--- config.mk ---
export PLATFORM = sky130hd
export DESIGN_NAME = binary_arithmetic_encoder
export DESIGN_NICKNAME = d
export VERILOG_FILES = /design/src/rtl/bae_pkg.sv /design/src/rtl/binary_arithmetic_encoder.sv /design/src/rtl/bae_ctrl.sv /design/src/rtl/bae_dp.sv
export SDC_FILE = /design/constraint.sdc
export NUM_CORES = 2
export LEC_CHECK = 0
export BUFFER_PORTS_ARGS = -buffer_cell sky130_fd_sc_hd__buf_2
export CORE_ASPECT_RATIO = 0.8
export CORE_MARGIN = 2
export CORE_UTILIZATION = 30
export DETAILED_ROUTE_END_ITERATION = 10
export PLACE_DENSITY = 0.44
export SLEW_MARGIN = 20
export SYNTH_ARGS = -nofsm -noshare
export SYNTH_HDL_FRONTEND = slang
export SYNTH_SLANG_ARGS = --single-unit
--- constraint.sdc ---
create_clock -name clk -period 13.08 [get_ports clk]
set_input_delay 1.962 -clock clk [delete_from_list [all_inputs] [get_ports clk]]
set_output_delay 1.962 -clock clk [all_outputs]
set_load 0.1 [all_outputs]
--- src/rtl/bae_pkg.sv ---
package bae_pkg;

  localparam int BOUND_W    = 32;
  localparam int PROB_W     = 16;
  localparam int PROD_W     = BOUND_W + PROB_W;
  localparam int COUNT_W    = 24;
  localparam int BYTE_W     = 8;
  localparam int OP_W       = 2;
  localparam int STEP_W     = 3;
  localparam int MAX_SHIFTS = 4;

  localparam int PROB_BITS_DEF = 16;

  localparam logic [COUNT_W-1:0] CAP_RESET  = 24'd4096;
  localparam logic [BOUND_W-1:0] LOW_RESET  = 32'h0000_0000;
  localparam logic [BOUND_W-1:0] HIGH_RESET = 32'hffff_ffff;
  localparam logic [BYTE_W-1:0]  ENC_FILL   = 8'hff;
  localparam logic [BYTE_W-1:0]  FLUSH_FILL = 8'h80;

  localparam logic [OP_W-1:0] OP_START  = 2'd0;
  localparam logic [OP_W-1:0] OP_ENCODE = 2'd1;
  localparam logic [OP_W-1:0] OP_FINISH = 2'd2;

  typedef enum logic [2:0] {
    ST_IDLE,
    ST_MUL,
    ST_SUB,
    ST_CLAMP,
    ST_SHIFT,
    ST_FLUSH,
    ST_LEN
  } bae_state_t;

  typedef struct packed {
    logic load;
    logic start;
    logic mul;
    logic sub;
    logic clamp;
    logic shift_enc;
    logic shift_fin;
    logic emit_byte;
    logic emit_len;
    logic last;
  } bae_cmd_t;

  typedef struct packed {
    logic top_eq;
    logic next_top_eq;
    logic room;
    logic room_next;
    logic slot_free;
  } bae_stat_t;

endpackage

--- src/rtl/binary_arithmetic_encoder.sv ---
// channel  dir  tdata                                      tuser          tlast
// in_      in   [0] bit_value, [16:1] prob_one, rest zero  [1:0] opcode   -
// out_     out  [7:0] out_byte, [31:8] stream_length       [0] is_length  last result
// cfg_     in   cfg_wr_data = out_capacity, written when cfg_wr_en is high
//
// encode, once accepted, runs a multiply step, a subtract step and a clamp step, then up
// to four renormalization shifts, one per cycle unless a byte waits on the output register
// finish runs up to four flush steps at that rate, then emits the length result
// one item at a time; in_tready is high only while the sequencer is idle
// a full output register stalls the sequencer until out_tready takes the result
// rst_n is synchronous: bounds, byte count and capacity return to their reset values
module binary_arithmetic_encoder #(
  parameter int PROB_BITS = bae_pkg::PROB_BITS_DEF
) (
  input  logic        clk,
  input  logic        rst_n,
  input  logic        in_tvalid,
  output logic        in_tready,
  input  logic [23:0] in_tdata,   // bit_value, prob_one, zero pad
  input  logic [1:0]  in_tuser,   // opcode
  output logic        out_tvalid,
  input  logic        out_tready,
  output logic [31:0] out_tdata,  // out_byte, stream_length
  output logic        out_tuser,  // is_length
  output logic        out_tlast,
  input  logic        cfg_wr_en,
  input  logic [23:0] cfg_wr_data
);

  bae_pkg::bae_cmd_t  cmd;
  bae_pkg::bae_stat_t stat;
  logic [bae_pkg::BYTE_W-1:0]  out_byte;
  logic [bae_pkg::COUNT_W-1:0] out_length;

  bae_ctrl u_ctrl (
    .clk       (clk),
    .rst_n     (rst_n),
    .in_valid  (in_tvalid),
    .in_opcode (in_tuser),
    .stat      (stat),
    .cmd       (cmd),
    .in_ready  (in_tready)
  );

  bae_dp #(
    .PROB_BITS (PROB_BITS)
  ) u_dp (
    .clk           (clk),
    .rst_n         (rst_n),
    .cmd           (cmd),
    .stat          (stat),
    .in_bit        (in_tdata[0]),
    .in_prob       (in_tdata[16:1]),
    .cfg_wr_en     (cfg_wr_en),
    .cfg_wr_data   (cfg_wr_data),
    .out_valid     (out_tvalid),
    .out_ready     (out_tready),
    .out_byte      (out_byte),
    .out_is_length (out_tuser),
    .out_length    (out_length),
    .out_last      (out_tlast)
  );

  assign out_tdata = {out_length, out_byte};

endmodule

--- src/rtl/bae_ctrl.sv ---
module bae_ctrl (
  input  logic                                clk,
  input  logic                                rst_n,
  input  logic                                in_valid,
  input  logic [bae_pkg::OP_W-1:0]            in_opcode,
  input  bae_pkg::bae_stat_t                  stat,
  output bae_pkg::bae_cmd_t                   cmd,
  output logic                                in_ready
);

  localparam logic [bae_pkg::STEP_W-1:0] STEPS = bae_pkg::STEP_W'(bae_pkg::MAX_SHIFTS);

  bae_pkg::bae_state_t state_r, state_nxt;
  logic [bae_pkg::STEP_W-1:0] k_r, k_nxt;
  logic more;

  assign more = k_r < STEPS;

  always_ff @(posedge clk) begin
    if (!rst_n) begin
      state_r <= bae_pkg::ST_IDLE;
      k_r     <= '0;
    end else begin
      state_r <= state_nxt;
      k_r     <= k_nxt;
    end
  end

  // next state
  always_comb begin
    state_nxt = state_r;
    case (state_r)
      bae_pkg::ST_IDLE: begin
        if (in_valid) begin
          case (in_opcode)
            bae_pkg::OP_ENCODE: state_nxt = bae_pkg::ST_MUL;
            bae_pkg::OP_FINISH: state_nxt = bae_pkg::ST_FLUSH;
            default:            state_nxt = bae_pkg::ST_IDLE;
          endcase
        end
      end
      bae_pkg::ST_MUL:   state_nxt = bae_pkg::ST_SUB;
      bae_pkg::ST_SUB:   state_nxt = bae_pkg::ST_CLAMP;
      bae_pkg::ST_CLAMP: state_nxt = bae_pkg::ST_SHIFT;
      bae_pkg::ST_SHIFT: begin
        if (!(more && stat.top_eq)) state_nxt = bae_pkg::ST_IDLE;
      end
      bae_pkg::ST_FLUSH: begin
        if (!(more && !stat.top_eq)) state_nxt = bae_pkg::ST_LEN;
      end
      bae_pkg::ST_LEN: begin
        if (stat.slot_free) state_nxt = bae_pkg::ST_IDLE;
      end
      default: state_nxt = bae_pkg::ST_IDLE;
    endcase
  end

  // commands and loop count
  always_comb begin
    cmd      = '0;
    in_ready = 1'b0;
    k_nxt    = k_r;
    case (state_r)
      bae_pkg::ST_IDLE: begin
        in_ready = 1'b1;
        k_nxt    = '0;
        if (in_valid) begin
          case (in_opcode)
            bae_pkg::OP_START:  cmd.start = 1'b1;
            bae_pkg::OP_ENCODE: cmd.load  = 1'b1;
            default:            cmd.load  = 1'b0;
          endcase
        end
      end
      bae_pkg::ST_MUL:   cmd.mul   = 1'b1;
      bae_pkg::ST_SUB:   cmd.sub   = 1'b1;
      bae_pkg::ST_CLAMP: cmd.clamp = 1'b1;
      bae_pkg::ST_SHIFT: begin
        if (more && stat.top_eq) begin
          if (!stat.room) begin
            cmd.shift_enc = 1'b1;
            k_nxt         = k_r + 1'b1;
          end else if (stat.slot_free) begin
            cmd.shift_enc = 1'b1;
            cmd.emit_byte = 1'b1;
            // last unless the following step emits too
            cmd.last      = !((k_r < STEPS - 1'b1) && stat.next_top_eq && stat.room_next);
            k_nxt         = k_r + 1'b1;
          end
        end
      end
      bae_pkg::ST_FLUSH: begin
        if (more && !stat.top_eq) begin
          if (!stat.room) begin
            cmd.shift_fin = 1'b1;
            k_nxt         = k_r + 1'b1;
          end else if (stat.slot_free) begin
            cmd.shift_fin = 1'b1;
            cmd.emit_byte = 1'b1;
            k_nxt         = k_r + 1'b1;
          end
        end
      end
      bae_pkg::ST_LEN: begin
        if (stat.slot_free) begin
          cmd.emit_len = 1'b1;
          cmd.last     = 1'b1;
        end
      end
      default: k_nxt = '0;
    endcase
  end

  a_step_bound: assert property (@(posedge clk) disable iff (!rst_n)
    k_r <= STEPS)
    else $error("shift step count past limit");

  a_emit_slot: assert property (@(posedge clk) disable iff (!rst_n)
    (cmd.emit_byte || cmd.emit_len) |-> stat.slot_free)
    else $error("result written into a full output register");

  a_emit_room: assert property (@(posedge clk) disable iff (!rst_n)
    cmd.emit_byte |-> stat.room)
    else $error("byte emitted past capacity");

  a_no_shift_at_limit: assert property (@(posedge clk) disable iff (!rst_n)
    (k_r == STEPS) |-> !(cmd.shift_enc || cmd.shift_fin))
    else $error("more than four shifts in one transaction");

endmodule

--- src/rtl/bae_dp.sv ---
module bae_dp #(
  parameter int PROB_BITS = bae_pkg::PROB_BITS_DEF
) (
  input  logic                              clk,
  input  logic                              rst_n,
  input  bae_pkg::bae_cmd_t                 cmd,
  output bae_pkg::bae_stat_t                stat,
  input  logic                              in_bit,
  input  logic [bae_pkg::PROB_W-1:0]        in_prob,
  input  logic                              cfg_wr_en,
  input  logic [bae_pkg::COUNT_W-1:0]       cfg_wr_data,
  output logic                              out_valid,
  input  logic                              out_ready,
  output logic [bae_pkg::BYTE_W-1:0]        out_byte,
  output logic                              out_is_length,
  output logic [bae_pkg::COUNT_W-1:0]       out_length,
  output logic                              out_last
);

  logic [bae_pkg::BOUND_W-1:0] low_r, high_r, split_r;
  logic [bae_pkg::COUNT_W-1:0] bytes_r, cap_r;
  logic                        bit_r;
  logic [bae_pkg::PROB_W-1:0]  prob_r;
  logic [bae_pkg::PROD_W-1:0]  prod_r;

  logic                        valid_r;
  logic [bae_pkg::BYTE_W-1:0]  byte_r;
  logic                        is_len_r;
  logic [bae_pkg::COUNT_W-1:0] len_r;
  logic                        last_r;

  logic [bae_pkg::BOUND_W-1:0] range, prod_sat, split_lo, split_cl, high_m1;
  logic [bae_pkg::PROD_W-1:0]  prod_sh;
  logic [bae_pkg::COUNT_W:0]   bytes_inc;

  assign range    = high_r - low_r;
  assign prod_sh  = prod_r >> PROB_BITS;
  // a product above the range can only come from a short probability format
  assign prod_sat = (prod_sh > {{bae_pkg::PROB_W{1'b0}}, range})
                    ? range : prod_sh[bae_pkg::BOUND_W-1:0];
  assign high_m1  = high_r - 1'b1;
  assign split_lo = (split_r < low_r) ? low_r : split_r;
  assign split_cl = (split_lo > high_m1) ? high_m1 : split_lo;
  assign bytes_inc = {1'b0, bytes_r} + 1'b1;

  always_ff @(posedge clk) begin
    if (!rst_n) begin
      low_r   <= bae_pkg::LOW_RESET;
      high_r  <= bae_pkg::HIGH_RESET;
      bytes_r <= '0;
      cap_r   <= bae_pkg::CAP_RESET;
      valid_r <= 1'b0;
    end else begin
      if (cfg_wr_en) cap_r <= cfg_wr_data;
      if (cmd.start) begin
        low_r   <= bae_pkg::LOW_RESET;
        high_r  <= bae_pkg::HIGH_RESET;
        bytes_r <= '0;
      end
      if (cmd.clamp) begin
        if (bit_r) low_r  <= split_cl + 1'b1;
        else       high_r <= split_cl;
      end
      if (cmd.shift_enc) begin
        low_r  <= {low_r[bae_pkg::BOUND_W-bae_pkg::BYTE_W-1:0], {bae_pkg::BYTE_W{1'b0}}};
        high_r <= {high_r[bae_pkg::BOUND_W-bae_pkg::BYTE_W-1:0], bae_pkg::ENC_FILL};
      end
      if (cmd.shift_fin) begin
        low_r  <= {low_r[bae_pkg::BOUND_W-bae_pkg::BYTE_W-1:0], bae_pkg::FLUSH_FILL};
        high_r <= {high_r[bae_pkg::BOUND_W-bae_pkg::BYTE_W-1:0], bae_pkg::FLUSH_FILL};
      end
      if (cmd.emit_byte) bytes_r <= bytes_inc[bae_pkg::COUNT_W-1:0];
      if (cmd.emit_byte || cmd.emit_len) valid_r <= 1'b1;
      else if (out_ready)                valid_r <= 1'b0;
    end
  end

  always_ff @(posedge clk) begin
    if (cmd.load) begin
      bit_r  <= in_bit;
      prob_r <= in_prob;
    end
    if (cmd.mul) prod_r  <= {{bae_pkg::PROB_W{1'b0}}, range} *
                            {{bae_pkg::BOUND_W{1'b0}}, prob_r};
    if (cmd.sub) split_r <= high_r - prod_sat;
    if (cmd.emit_byte) begin
      byte_r   <= low_r[bae_pkg::BOUND_W-1 -: bae_pkg::BYTE_W];
      is_len_r <= 1'b0;
      len_r    <= '0;
      last_r   <= cmd.last;
    end else if (cmd.emit_len) begin
      byte_r   <= '0;
      is_len_r <= 1'b1;
      len_r    <= bytes_r;
      last_r   <= cmd.last;
    end
  end

  assign stat.top_eq      = low_r[31:24] == high_r[31:24];
  assign stat.next_top_eq = low_r[23:16] == high_r[23:16];
  assign stat.room        = bytes_r < cap_r;
  assign stat.room_next   = bytes_inc < {1'b0, cap_r};
  assign stat.slot_free   = !valid_r || out_ready;

  assign out_valid     = valid_r;
  assign out_byte      = byte_r;
  assign out_is_length = is_len_r;
  assign out_length    = len_r;
  assign out_last      = last_r;

  a_len_loaded: assert property (@(posedge clk) disable iff (!rst_n)
    cmd.emit_len |=> (valid_r && is_len_r && last_r))
    else $error("length result not registered");

  a_count_step: assert property (@(posedge clk) disable iff (!rst_n)
    (!cmd.emit_byte && !cmd.start) |=> $stable(bytes_r))
    else $error("byte count moved without a stored byte");

  a_start_bounds: assert property (@(posedge clk) disable iff (!rst_n)
    cmd.start |=> (low_r == bae_pkg::LOW_RESET && high_r == bae_pkg::HIGH_RESET))
    else $error("start did not reset the bounds");

endmodule
* Yosys cells after proc, flatten, opt, wreduce, memory -nomap -nowiden *
Cells that the tools add are included.
Widths: inputs -> output; s select.

storage, ports and cells
  flip-flop bits (word level) = 250
  output and inout bits = 36

cells by class
  $add $sub $neg = 6
  multiplexer cells = 57
  eq/ne operators = 16
  magnitude comparators = 7
  multipliers = 1
  bitwise gates (word level) = 2
  reduce and logical (&&, ||, !) cells = 18

operators with widths
  cell                   count
  $mux 32                13
  $gt 32x32->1           2
  $sub 32x32->32         2
  $mul 32x16->48         1
  $mux 24                2
  $add 32x1->32 const B  1
  $lt 32x32->1           1
  $sub 32x1->32 const B  1
  $add 24x1->25 const B  1
  $lt 25x24->1           1
  $lt 24x24->1           1
  $mux 3                 8
  $mux 1                 23
  $pmux 3 s7             1
  $eq 8x8->1             2
  $mux 8                 2
  $eq 3x3->1 const B     3
  $pmux 3 s3             1
  $mux 2                 4
  $ne 2x2->1 const B     4
  $eq 3x2->1 const B     2
  $pmux 3 s2             1
  $reduce_bool 2->1      3
  $logic_and 1x1->1      4
  other kinds (17)       23

* Logic depth before layout (Yosys ltp) *
  depth in word-level cells = 10
  mapped depth = 44
  mapped depth without buffers = 41

* Hierarchy *
Synthesis repeated with hierarchy kept, for this count alone.

unflattened totals
  cell total of the unflattened synthesis = 3835
  area, all modules = 33350.7 µm²

modules (own cells, without submodules)
  module    cells an instance  area each (µm²)  instances  sequential area each (µm²)
  bae_dp    3768               32847.8          1          5465.2
  bae_ctrl  67                 503.0            1          120.1

* Worst setup path after synthesis *
OpenSTA, ideal clock, no wires.

  path kind = register to register
  start = register u_dp.high_r[0] (netlist name)
  end = register u_dp.prod_r[47] (netlist name) (data pin)
  data required time = 12.820 ns
  arrival = 8.549 ns
  stages on the path, launching flop included = 40
  path slack = 4.271 ns
  period minus slack after synthesis = 8.809 ns
  path through = dfxtp_1 -> inv_1 -> ha_1 -> inv_1 -> fa_1 -> a21o_1 -> a21oi_1 -> nor3_1 -> nor2_1 -> a41oi_1 -> a221oi_1 -> o31ai_1 -> o21ai_0 -> o311ai_0 -> a21oi_1 -> xnor2_1 -> clkbuf_1 -> nand2_1 -> [... 4 more ...] -> fa_1 -> inv_1 -> fa_1 -> fa_1 -> inv_1 -> ha_1 -> a21o_1 -> a21o_1 -> a21oi_1 -> o21ai_0 -> a221oi_1 -> o21bai_1 -> a21oi_1 -> nor2b_1 -> o21ai_0 -> o31ai_1 -> nor2_1 -> xnor2_1

between the ends
  longest elaborated chain between the ends = 2

RTL lines
  item                      RTL line      text
  start: declaration        bae_dp.sv:20  logic [bae_pkg::BOUND_W-1:0] low_r, high_r, split_r;
  start signal: assignment  bae_dp.sv:49  high_r <= bae_pkg::HIGH_RESET;
  start signal: assignment  bae_dp.sv:57  high_r <= bae_pkg::HIGH_RESET;
  start signal: assignment  bae_dp.sv:62  else high_r <= split_cl;
  $sub 32x32->32            bae_dp.sv:36  assign range = high_r - low_r;
  $mul 32x16->48            bae_dp.sv:83  if (cmd.mul) prod_r <= {{bae_pkg::PROB_W{1'b0}}, range} *
  end signal: assignment    bae_dp.sv:83
  end: declaration          bae_dp.sv:24  logic [bae_pkg::PROD_W-1:0] prod_r;

No other way between the ends.
A chain may end at the register's enable or synchronous reset.

* Worst setup path in the final report *
  start = register u_dp.high_r[0] (netlist name)
  end = register u_dp.split_r[31] (netlist name) (data pin)

between the ends
  longest elaborated chain between the ends = 4

RTL lines
  item                    RTL line      text
  $sub 32x32->32          bae_dp.sv:36
  $gt 32x32->1            bae_dp.sv:39  assign prod_sat = (prod_sh > {{bae_pkg::PROB_W{1'b0}}, range})
  $mux 32                 bae_dp.sv:40  ? range : prod_sh[bae_pkg::BOUND_W-1:0];
  $sub 32x32->32 (*)      bae_dp.sv:85  if (cmd.sub) split_r <= high_r - prod_sat;
  end signal: assignment  bae_dp.sv:85
  end: declaration        bae_dp.sv:20

Every way passes the cells marked *; elsewhere a longest branch is shown, timed or not.

==> run_results.csv <==
group,metric,value,unit
global_routing,track_usage,0.1861,
floorplanning,fp.dieH,299.8,um
cts,cts_setup_buffers,0,
outcome,outcome,"finished clean",
cts,clock_latency,0.57,ns
flow_run,cap_violations,0,
setup_path,worstSetupPathType,"flip-flop to flip-flop",
yosys,syn-cell-area,32810,um^2
yosys,syn_area_per_cell,8.653,um^2
setup_path,cp_slowest_cell,"a221oi_1",
timing,slew_headroom,0.2585,
global_routing,grt-ovfl-total,0,
yosys,synthMostInstantiatedCell,"inv_1",
yosys,ys_warn_count,0,
yosys,netlist.area_leader.share,0.2556,
cts,cts_tree,"done",
global_routing,antenna_found_initial,2,
final_layout,drive_gt1_frac,0.07238,
cts,numCtsBuffers,34,
timing,worstMarginPinSlew,1.110,ns
route,antenna_left,0,
timing,fin_skew,0.04508,ns
yosys,synth_cell_types,78,
yosys,async_flop_share,0,
worst_hold_path,hold_path.class,"flip-flop to flip-flop",
timing,fin_crit,10.65,ns
route,vias,25740,
timing,hold_violations,0,
route,via_per_inst,4.883,
setup_path,crit_top_cell,"o21ai_0",
timing,max_freq,93.86,MHz
final_layout,multi_input_area,24650,um^2
yosys,synth_cells,3792,
route,dr.first_iter.drc_count,1585,
floorplanning,coreArea,108500,um^2
yosys,synth_nets,4593,
final_layout,finalNetCount,4617,
cts,h-tree-depth,2,
cts,cts_resized,0,
final_layout,area_delta_synth_final,10.58,%
setup_path,slowest_delay,0.79,ns
cts,clock_path_buffers,3,
floorplanning,pin_count,91,
route,routedWlPerCell,19.56,um
setup_path,cp.required,13.37,ns
setup_path,cp.arrival,10.95,ns
timing,setup-violations-final,0,
yosys,ys_seq_area_frac,0.1702,
route,firstDrtPassIters,5,
yosys,synthTopCellsByCount,"inv_1, nand2_1, fa_1",
floorplanning,initial_utilization,0.3024,
global_routing,first_global_vias,26350,
cts,root_buffer,"clkbuf_16",
floorplanning,die_area,112100,um^2
yosys,synth_top_cell_by_area,"fa_1",
timing,slew_viol_final,0,
route,drc_errors,0,
setup_path,endpoint_kind,"flip-flop",
global_routing,grt_pass1_wl,162100,um
floorplanning,num_rows,108,
global_routing,grt_max_degree,61,
setup_path,crit_path_max_fanout,18,
timing,fin_crit_sh,0.8145,
placement,port_buffers,83,
yosys,synth_edf_count,90,
yosys,ys_top_cells_by_area,"fa_1, ha_1, dfxtp_1",
final_layout,regArea,5585,um^2
final_layout,fillers,11490,
floorplanning,die_x,373.8,um
timing,finalSetupTns,0,ns
cts,postCtsHoldBufs,0,
route,wl,103100,um
placement,gp_congestion,0.8779,
cts,path_clk_slew,0.06,ns
placement,place_hpwl,75950,um
yosys,synth_top_flop_cell,"dfxtp_1",
cts,clock_sinks,234,
yosys,synth_seq_cells,234,
setup_path,start_kind,"flip-flop",
timing,rsz0062_at_grt,"no",
sequential cells by signal, summed over array words and instances, names as in the netlist:
register	flops
u_dp.bit_r	1
u_ctrl.k_r	3
u_dp.out_byte	8
u_dp.prod_r	32
u_dp.out_is_length	1
u_dp.low_r	32
u_dp.split_r	32
u_ctrl.state_r	3
u_dp.out_length	24
u_dp.bytes_r	24
u_dp.out_valid	1
u_dp.cap_r	24
u_dp.prob_r	16
u_dp.high_r	32
u_dp.out_last	1
routing by layer:
metal,track usage,share of wire
met1,0.2900,0.53
met2,0.2803,0.42
met3,0.01613,0.038
met4,0.03277,0.015
met5,0,0
final timing paths:
kind | from | to | slack [ns] | depth (start not counted)
worst min-delay path | u_dp.out_length[17]$_SDFFE_PP0P_ | u_dp.out_length[17]$_SDFFE_PP0P_ | 0.45 | 2
worst max-delay path | u_dp.high_r[0]$_SDFF_PN1_ | u_dp.split_r[31]$_DFFE_PN_ | 2.43 | 38
worst min register to register | u_dp.out_length[17]$_SDFFE_PP0P_ | u_dp.out_length[17]$_SDFFE_PP0P_ | 0.45 | 2
worst max register to register | u_dp.high_r[0]$_SDFF_PN1_ | u_dp.split_r[31]$_DFFE_PN_ | 2.43 | 38
through the flow:
stage          instance area (um^2)  instances    util  hold slack (ns)  worst slack [ns]
2_1_floorplan                 32810       3792       -           0.4540             4.271
6_report                      36280       5272  0.3344           0.4488             2.426
3_5_place_dp                  35110       5210  0.3236           0.4459             2.253
5_1_grt                       36280       5271  0.3344           0.4770             1.322
3_3_place_gp                  35110       5210  0.3236           0.4432             2.284
4_1_cts                       36280       5271  0.3344           0.4546             2.222
final cells by class:
type / count / area share
clock inverters: 16 / 0.005034
repair buffers: 151 / 0.02552
multi-input cells: 2818 / 0.6793
well taps: 1430 / 0.04931
inverters: 577 / 0.05969
diodes: 1 / 0.00006897
clock buffers: 45 / 0.02710
flip-flops and latches: 234 / 0.1539
placed cells by master (no fill, tap or decap), types with 51 or more instances in the layout:
cell type / synthesis / routed
mux2i_1: 70 / 70
inv_1: 577 / 576
and2_1: 201 / 201
edfxtp_1: 90 / 90
nand3_1: 79 / 79
buf_4: 2 / 68
buf_2: 5 / 83
nand2_1: 533 / 533
nor3_1: 52 / 51
dfxtp_1: 144 / 144
a21oi_1: 213 / 212
nor2_1: 195 / 192
ha_1: 327 / 327
fa_1: 419 / 419
xnor2_1: 120 / 104
o21ai_0: 103 / 103
a21o_1: 68 / 68
worst max-delay path, delay by kind of cell, from the launching register on:
kind / cells / cell delay, ns
DFF: 1 / 0.37
xor gates and xnor gates: 2 / 0.26
adders and majority gates: 4 / 1.20
and+or+nand+nor: 7 / 1.49
AOI/OAI and AO/OA: 21 / 6.35
buffers and inverters: 4 / 0.69
logic make-up after synthesis:
family,after synthesis,synth area share
simple gates,1231,0.1786
fa+ha+maj,746,0.3803
buf+inv,740,0.08530
compound gates,594,0.1158
flops,234,0.1702
xor+xnor,166,0.04431
mux,81,0.02547
Power is not shown: default switching activity piles up to over one toggle a cycle in this logic, so the estimate is an artifact.
